## src/hdl/event_timing_statistics_table_assert.svh

```systemverilog
// ----------------------------------------------------------------------------
// event_timing_statistics_table_assert
// Assertion helpers shared by the event timing statistics table modules.
// ----------------------------------------------------------------------------
// Each macro expects clk_i and rst_ni in scope.
`ifndef EVENT_TIMING_STATISTICS_TABLE_ASSERT_SVH
`define EVENT_TIMING_STATISTICS_TABLE_ASSERT_SVH

// Same-cycle implication.
`define ETST_ASSERT_NOW(lbl, ante, cons, msg) \
  lbl: assert property (@(posedge clk_i) disable iff (!rst_ni) (ante) |-> (cons)) \
    else $error(msg);

// Next-cycle implication.
`define ETST_ASSERT_NEXT(lbl, ante, cons, msg) \
  lbl: assert property (@(posedge clk_i) disable iff (!rst_ni) (ante) |=> (cons)) \
    else $error(msg);

`endif

```

## src/hdl/etst_pkg.sv

```systemverilog
// ----------------------------------------------------------------------------
// etst_pkg
// Shared types, constants and the sample update function of the event
// timing statistics table.
// ----------------------------------------------------------------------------
package etst_pkg;

  localparam int WORKER_COUNT = 8;
  localparam int SLOT_COUNT   = 64;
  localparam int TIME_BITS    = 48;
  localparam int WORKER_W     = 3;
  localparam int SLOT_W       = 6;
  localparam int KIND_W       = 4;
  localparam int STAT_W       = 64;
  localparam int CNT_W        = 32;

  localparam logic [STAT_W-1:0] INT64_MAX = 64'h7FFF_FFFF_FFFF_FFFF;

  typedef enum logic [KIND_W-1:0] {
    K_CLEAR       = 4'd0,
    K_RUN_BEGIN   = 4'd1,
    K_PHASE_BEGIN = 4'd2,
    K_PHASE_END   = 4'd3,
    K_RUN_END     = 4'd4,
    K_TASK_BEGIN  = 4'd5,
    K_INNER_BEGIN = 4'd6,
    K_INNER_END   = 4'd7,
    K_TASK_END    = 4'd8,
    K_FINALIZE    = 4'd9,
    K_READ        = 4'd10
  } kind_e;

  typedef enum logic [3:0] {
    S_IDLE,
    S_READ,
    S_EXEC,
    S_FGRP,
    S_FWAIT,
    S_FWB,
    S_FRD,
    S_FLD
  } ctrl_state_e;

  // One statistic group: sum (or average), minimum, maximum
  typedef struct packed {
    logic [STAT_W-1:0] sum_v;
    logic [STAT_W-1:0] min_v;
    logic [STAT_W-1:0] max_v;
  } stat_t;

  // Group 0 total, group 1 inner, group 2 overhead
  typedef struct packed {
    stat_t [2:0]      grp;
    logic [CNT_W-1:0] cnt;
  } entry_t;

  // One task row: statistics plus the inner begin and end marks
  typedef struct packed {
    entry_t               ent;
    logic [TIME_BITS-1:0] ib;
    logic [TIME_BITS-1:0] ie;
  } row_t;

  localparam stat_t  STAT_RESET  = '{sum_v: '0, min_v: INT64_MAX, max_v: '0};
  localparam entry_t ENTRY_RESET = '{grp: {STAT_RESET, STAT_RESET, STAT_RESET}, cnt: '0};
  localparam row_t   ROW_RESET   = '{ent: ENTRY_RESET, ib: '0, ie: '0};

  // Commands from the controller to the datapath
  typedef struct packed {
    logic              latch;
    logic              rd_en;
    logic              rd_fin;
    logic              exec;
    logic              ent_run;
    logic              ent_mem;
    logic              zero_min;
    logic              div_start;
    logic              div_wr;
    logic              store;
    logic              store_run;
    logic [1:0]        grp;
    logic [SLOT_W-1:0] fin_idx;
  } cmd_t;

  // Status from the datapath to the controller
  typedef struct packed {
    kind_e kind;
    logic  cnt_zero;
    logic  div_done;
    logic  out_busy;
  } status_t;

  // Fold one sample into an entry: wrap sums, signed min/max, bump count
  function automatic entry_t add_sample(entry_t e, logic [STAT_W-1:0] total,
                                        logic [STAT_W-1:0] inner);
    logic [2:0][STAT_W-1:0] v;
    entry_t                 r;
    r    = e;
    v[0] = total;
    v[1] = inner;
    v[2] = total - inner;
    for (int g = 0; g < 3; g++) begin
      r.grp[g].sum_v = e.grp[g].sum_v + v[g];
      if ($signed(v[g]) < $signed(e.grp[g].min_v)) r.grp[g].min_v = v[g];
      if ($signed(v[g]) > $signed(e.grp[g].max_v)) r.grp[g].max_v = v[g];
    end
    r.cnt = e.cnt + CNT_W'(1);
    return r;
  endfunction

endpackage

```

## src/hdl/etst_ctrl.sv

```systemverilog
// ----------------------------------------------------------------------------
// etst_ctrl
// Controller: sequences event handling and the finalize walk over the run
// entry and every task row.
// ----------------------------------------------------------------------------
`include "event_timing_statistics_table_assert.svh"
module etst_ctrl import etst_pkg::*; (
  input  logic    clk_i,
  input  logic    rst_ni,
  input  logic    in_valid_i,
  output logic    in_stall_o,
  input  status_t status_i,
  output cmd_t    cmd_o
);

  ctrl_state_e       state_q, state_d;
  logic [1:0]        grp_q, grp_d;
  logic [SLOT_W-1:0] idx_q, idx_d;
  logic              frun_q, frun_d;

  // State register
  always_ff @(posedge clk_i or negedge rst_ni) begin
    if (!rst_ni) begin
      state_q <= S_IDLE;
      grp_q   <= '0;
      idx_q   <= '0;
      frun_q  <= 1'b0;
    end else begin
      state_q <= state_d;
      grp_q   <= grp_d;
      idx_q   <= idx_d;
      frun_q  <= frun_d;
    end
  end

  // Next state and commands
  always_comb begin
    state_d       = state_q;
    grp_d         = grp_q;
    idx_d         = idx_q;
    frun_d        = frun_q;
    cmd_o         = '0;
    cmd_o.grp     = grp_q;
    cmd_o.fin_idx = idx_q;
    cmd_o.store_run = frun_q;
    in_stall_o    = 1'b1;
    case (state_q)
      S_IDLE: begin
        in_stall_o = 1'b0;
        if (in_valid_i) begin
          cmd_o.latch = 1'b1;
          state_d     = S_READ;
        end
      end
      S_READ: begin
        if (status_i.kind == K_FINALIZE) begin
          cmd_o.ent_run = 1'b1;
          frun_d        = 1'b1;
          idx_d         = '0;
          grp_d         = '0;
          state_d       = S_FGRP;
        end else begin
          cmd_o.rd_en = 1'b1;
          state_d     = S_EXEC;
        end
      end
      S_EXEC: begin
        // Hold a read while the previous result is still stalled
        if (!(status_i.kind == K_READ && status_i.out_busy)) begin
          cmd_o.exec = 1'b1;
          state_d    = S_IDLE;
        end
      end
      S_FGRP: begin
        if (status_i.cnt_zero) begin
          cmd_o.zero_min = 1'b1;
          if (grp_q == 2'd2) begin
            grp_d   = '0;
            state_d = S_FWB;
          end else begin
            grp_d = grp_q + 2'd1;
          end
        end else begin
          cmd_o.div_start = 1'b1;
          state_d         = S_FWAIT;
        end
      end
      S_FWAIT: begin
        if (status_i.div_done) begin
          cmd_o.div_wr = 1'b1;
          if (grp_q == 2'd2) begin
            grp_d   = '0;
            state_d = S_FWB;
          end else begin
            grp_d   = grp_q + 2'd1;
            state_d = S_FGRP;
          end
        end
      end
      S_FWB: begin
        cmd_o.store = 1'b1;
        if (frun_q) begin
          frun_d  = 1'b0;
          idx_d   = '0;
          state_d = S_FRD;
        end else if (idx_q == SLOT_W'(SLOT_COUNT - 1)) begin
          state_d = S_IDLE;
        end else begin
          idx_d   = idx_q + SLOT_W'(1);
          state_d = S_FRD;
        end
      end
      S_FRD: begin
        cmd_o.rd_en  = 1'b1;
        cmd_o.rd_fin = 1'b1;
        state_d      = S_FLD;
      end
      S_FLD: begin
        cmd_o.ent_mem = 1'b1;
        state_d       = S_FGRP;
      end
      default: begin
        state_d = S_IDLE;
      end
    endcase
  end

  `ETST_ASSERT_NEXT(a_ctrl_acc_read, in_valid_i && !in_stall_o, state_q == S_READ,
    "accepted transfer not followed by read step")
  `ETST_ASSERT_NOW(a_ctrl_grp_range, state_q == S_FGRP || state_q == S_FWAIT,
    grp_q != 2'd3, "finalize group out of range")
  `ETST_ASSERT_NEXT(a_ctrl_run_then_rows, state_q == S_FWB && frun_q,
    state_q == S_FRD && idx_q == '0, "finalize did not start rows at zero")

endmodule

```

## config.mk

```make
export PLATFORM = sky130hd
export DESIGN_NAME = etst_ctrl
export DESIGN_NICKNAME = d
export VERILOG_FILES = /design/src/hdl/etst_pkg.sv /design/src/hdl/etst_ctrl.sv
export VERILOG_INCLUDE_DIRS = /design/src /design/src/hdl
export SDC_FILE = /design/constraint.sdc
export NUM_CORES = 1
export LEC_CHECK = 0
export ABC_CLOCK_PERIOD_IN_PS = 3000
export BUFFER_PORTS_ARGS = -buffer_cell sky130_fd_sc_hd__buf_4
export CORE_AREA = 2 2 47 49
export CTS_CLUSTER_DIAMETER = 50
export CTS_CLUSTER_SIZE = 20
export DETAILED_ROUTE_END_ITERATION = 12
export DIE_AREA = 0 0 49 51
export PLACE_DENSITY = 0.8
export SLEW_MARGIN = 20
export SYNTH_ARGS = -nofsm -noshare
export SYNTH_HDL_FRONTEND = slang
export SYNTH_SLANG_ARGS = --single-unit
```

## constraint.sdc

```tcl
create_clock -name clk_i -period 3 [get_ports clk_i]
set_clock_uncertainty 0.2 [all_clocks]
set_input_delay 0.15 -clock clk_i [delete_from_list [all_inputs] [get_ports clk_i]]
set_output_delay 0.15 -clock clk_i [all_outputs]
set_load 0.01 [all_outputs]
```

# ---- Yosys cells after proc, flatten, opt, wreduce, memory -nomap -nowiden
# Cells that the tools add are included.
dict set report word_totals {
  in_bits 10
  ff_bits 13
  wordCells 70
  output_inout_bits 20
}
dict set report classes {
  n_reduce_logical 8
  muxes 38
  n_eq_ne 18
  n_addsub 2
}
# op n
set ops {}
lappend ops {{$pmux 4 s8} 1}
lappend ops {{$mux 4} 6}
lappend ops {{$mux 6} 3}
lappend ops {{$mux 1} 17}
lappend ops {{$eq 4x3->1 const B} 4}
lappend ops {{$pmux 6 s2} 1}
lappend ops {{$mux 2} 5}
lappend ops {{$ne 2x2->1 const B} 5}
lappend ops {{$eq 4x2->1 const B} 2}
lappend ops {{$eq 4x4->1 const B} 2}
lappend ops {{$reduce_and 4->1} 2}
lappend ops {{$add 6x1->6 const B} 1}
lappend ops {{$eq 6x6->1 const B} 1}
lappend ops {{$mux 3} 2}
lappend ops {{$ne 3x3->1 const B} 2}
lappend ops {{$pmux 2 s3} 1}
lappend ops {{$eq 4x1->1 const B} 1}
lappend ops {{$logic_not 4->1} 1}
lappend ops {{$pmux 1 s2} 2}
lappend ops {{$reduce_and 3->1} 1}
lappend ops {{$reduce_bool 3->1} 1}
lappend ops {{$add 2x1->2 const B} 1}
lappend ops {{$eq 2x2->1 const B} 1}
lappend ops {{$reduce_and 2->1} 1}
lappend ops {{2 further kinds} 2}

# ---- Longest topological paths before layout
dict set report depth {
  depth_word 4
  depth_mapped 6
  mapped_depth_nobuf 5
}

# ---- Worst setup path after synthesis
# OpenSTA, ideal clock, no wires.
dict set report synth_timing {
  path_kind {register to register}
  start {register idx_q[0]}
  end {register idx_q[1]}
  arrival_time_ns 1.317
  setup_time_ns 0.132
  period_less_slack_ns 1.649
  path_stages_with_launch 6
  t_required_ns 2.668
  setup_slack_ns 1.351
  path_buffers 0
  cell_sequence {dfrtp_1 > ha_1 > nand3_2 > nor4b_4 > nor3_4 > mux2i_1}
}
dict set report synth_via {
  elab_chain_len 4
  word_cells_on_any_way 7
  classes_between {add/sub: 1; eq/ne: 2; mux: 3; reduce/logical: 1}
}
# item line
set synth_lines {}
lappend synth_lines {{start: declaration} etst_ctrl.sv:18} ;# logic [SLOT_W-1:0] idx_q, idx_d;
lappend synth_lines {{start signal: assignment} etst_ctrl.sv:31} ;# idx_q <= idx_d;
lappend synth_lines {{$add 6x1->6} etst_ctrl.sv:109} ;# idx_d = idx_q + SLOT_W'(1);
lappend synth_lines {{$mux 6} etst_ctrl.sv:106} ;# end else if (idx_q == SLOT_W'(SLOT_COUNT - 1)) begin
lappend synth_lines {{$mux 6} etst_ctrl.sv:102} ;# if (frun_q) begin
lappend synth_lines {{$pmux 6 s2} etst_ctrl.sv:47} ;# case (state_q)
# Several ways; a longest one is shown, not always the timed one. The select of a mux whose other input is x is not followed.
# A chain may end at the register's enable or synchronous reset.

==> out/results.ini <==
[power_and_ir_drop]
powerDensity_mw_per_mm2 = 896
p_leak_nw = 0.516
ir_worst_vdd_mv = 0.439

[job]
maxCapViolCount = 0

[finish]
drive_above_1_share = 0.358
mostFrequentLayoutCells = buf_4 (29), dfrtp_1 (12), nand2_1 (9)
final_common_cell = buf_4
area_delta_synth_final_pct = 31.9
n_antenna_cell = 0
regArea_um2 = 300
finish.net_count = 135
multiInputGateArea_um2 = 490
fin_util = 0.539
nFillCells = 202

[run_status]
outcome = complete, no violations

[route]
ant_nets = 0
initialDrtViolationCount = 17
routedWlPerCell_um = 13.6
dr.pass1.iters = 4
vias_per_cell = 5.60
vias = 846
drc = 0
wl_um = 2060

[sta]
setup_violations = 0
finalCriticalPeriod_ps = 2000
period_share = 0.665
final_max_slew_viol_count = 0
finalHoldViolations = 0
rsz0062_at_grt = no
timing.setup.tns_ps = 0
max_freq_mhz = 501
relSlewSlack = 0.608
tightest_slew_ps = 588

[clock_network]
cts_setup_buffers = 0
clockBufferDepth = 2
h-tree-depth = 1
cts_hold_buf = 1
cts_num_sinks = 12
worstSkewPairLatency_ps = 270
cts_resized = 0
cts_tree = built
clkSlewWorstSetupHoldPaths_ps = 80
cts-root-buf = clkbuf_4
numCtsBuffers = 3

[global_route]
grt_pass1_vias = 772
antenna_found_initial = 0
grt_usage = 0.176
grt_pass1_wl_um = 3370
grt_start_max_net_pins = 21
overflow = 0

[min_path]
hp-class = in -> reg

[setup_path]
cpPeakStageDelay_ps = 620
crit_buf_inv = 1
end_kind = primary output
reg2reg_slack_ps = 1150
critical_path.top_delay_family = flip-flops
critPathRequiredTime_ps = 2650
crit_arrival_ps = 1650
start_kind = register
cp_cell_sequence = nand2b_1 > o32ai_1 > buf_4
critPathKind = reg -> out
slowest_stage = dfrtp_1
critPathMaxFanout = 14

[synth]
netlist.area_leader.share = 0.356
synthXorXnorAreaFrac = 0.0104
synth_top_family_by_area = simple AND/OR/NAND/NOR gates
avgSynthCellArea_um2 = 8.97
seq_area_frac_synth = 0.356
yosysWarningCount = 0
synth_compound_area_frac = 0.188
synth_area_leaders = dfrtp_1 (36%), nand2_1 (4.0%), nor3_1 (3.6%), nor2_1 (3.1%), nor4b_4 (2.8%)
syn_inst = 94
ys_types = 42
syn-cell-area_um2 = 843
synthAdderAreaFrac = 0.0148
yosys.area.top_type = dfrtp_1
ys_seq_elements = 12
ys.flop_type = dfrtp_1
async_flop_share = 1.00
synthMuxAreaShare = 0.0237
synth_edf_count = 0
syn_nets = 105
yosys.area_share.simple = 0.344

[floorplan]
initial_core_util = 0.409
row_count = 17
die_h_um = 51
die_w_um = 49
die-area_mm2 = 0.00250
io_pins = 30
core_mm2 = 0.00206

[place]
portBuffers = 29
gp_congestion = 0.801
hpwl_um = 1570

sequential cells by signal, indices dropped and copies added (netlist names):
name and cells:
idx_q 6, grp_q 2, frun_q 1, state_q 3
synth_stat cells, types with 2 or more instances:
cell type  instances
nand2_1            9
a31oi_1            2
or3_1              3
buf_2              3
nand2b_1           2
dfrtp_1           12
inv_1              4
o21ai_0            2
o211ai_1           2
nor2b_1            2
and3_1             2
buf_4              2
a22o_1             2
nand3_1            2
nor3_1             6
mux2i_1            2
a21oi_1            3
inv_2              2
nor2_1             7
o21ai_1            3
metal layers:
layer  global-route usage  vias up  part of all wire  wire (um)
li1                     -      403                 -          -
met1                0.207      396              0.41        843
met2                0.292       43              0.50       1040
met3               0.0351        4             0.070        143
met4                0.114        0             0.016         33
met5                    0        -                 0          0
final cells by class:
class / instances / share of cell area
multi-input combinational: 71 / 0.441
sequential: 12 / 0.270
timing repair buffer: 30 / 0.205
clock buffer: 4 / 0.0326
tap: 28 / 0.0315
inverter: 6 / 0.0202
through the flow:
stage / hold WS [ps] / cell area, um^2 / instances / total power [mW] / worst slack [ps]
floorplan: -346 / 843 / 94 / 0.673 / 1350
global placement: -205 / 1070 / 146 / 0.845 / 1280
detailed placement: -198 / 1070 / 146 / 0.870 / 1190
CTS: 30.9 / 1110 / 151 / 1.00 / 996
global route: 52.7 / 1110 / 151 / 1.07 / 898
finish: 42.8 / 1110 / 151 / 0.996 / 1000
worst reg2reg max path: cells and delay by family (launching register included):
kind	cells	cell delay, ps
compound gates	1	250
flops	1	620
simple gates	3	680
cell families after synthesis:
family                   Yosys count
AND/OR/NAND/NOR                   45
AO/OA/AOI/OAI                     22
flip-flops                        12
buffers and inverters             11
multiplexers                       2
XOR/XNOR                           1
adder cells (fa/ha/maj)            1
power by group:
group / total [mW] / internal, mW / switching (mW)
sequential: 0.381 / 0.232 / 0.149
clock: 0.129 / 0.0737 / 0.0548
combinational: 0.486 / 0.260 / 0.226
total: 0.996 / 0.566 / 0.430
worst paths after layout:
| check | startpoint | to | cells after the start |
|---|---|---|---|
| worst min register to register | idx_q[0] | idx_q[0] | 1 |
| worst max-delay path | state_q[0] | cmd_o[17] | 3 |
| max in group asynchronous | rst_ni | state_q[1] | 2 |
| min in group asynchronous | rst_ni | idx_q[1] | 2 |
| worst min-delay path | status_i[1] | state_q[2] | 3 |
| worst max register to register | state_q[0] | grp_q[0] | 4 |
Note: power is estimated with default switching activity, not from simulation.
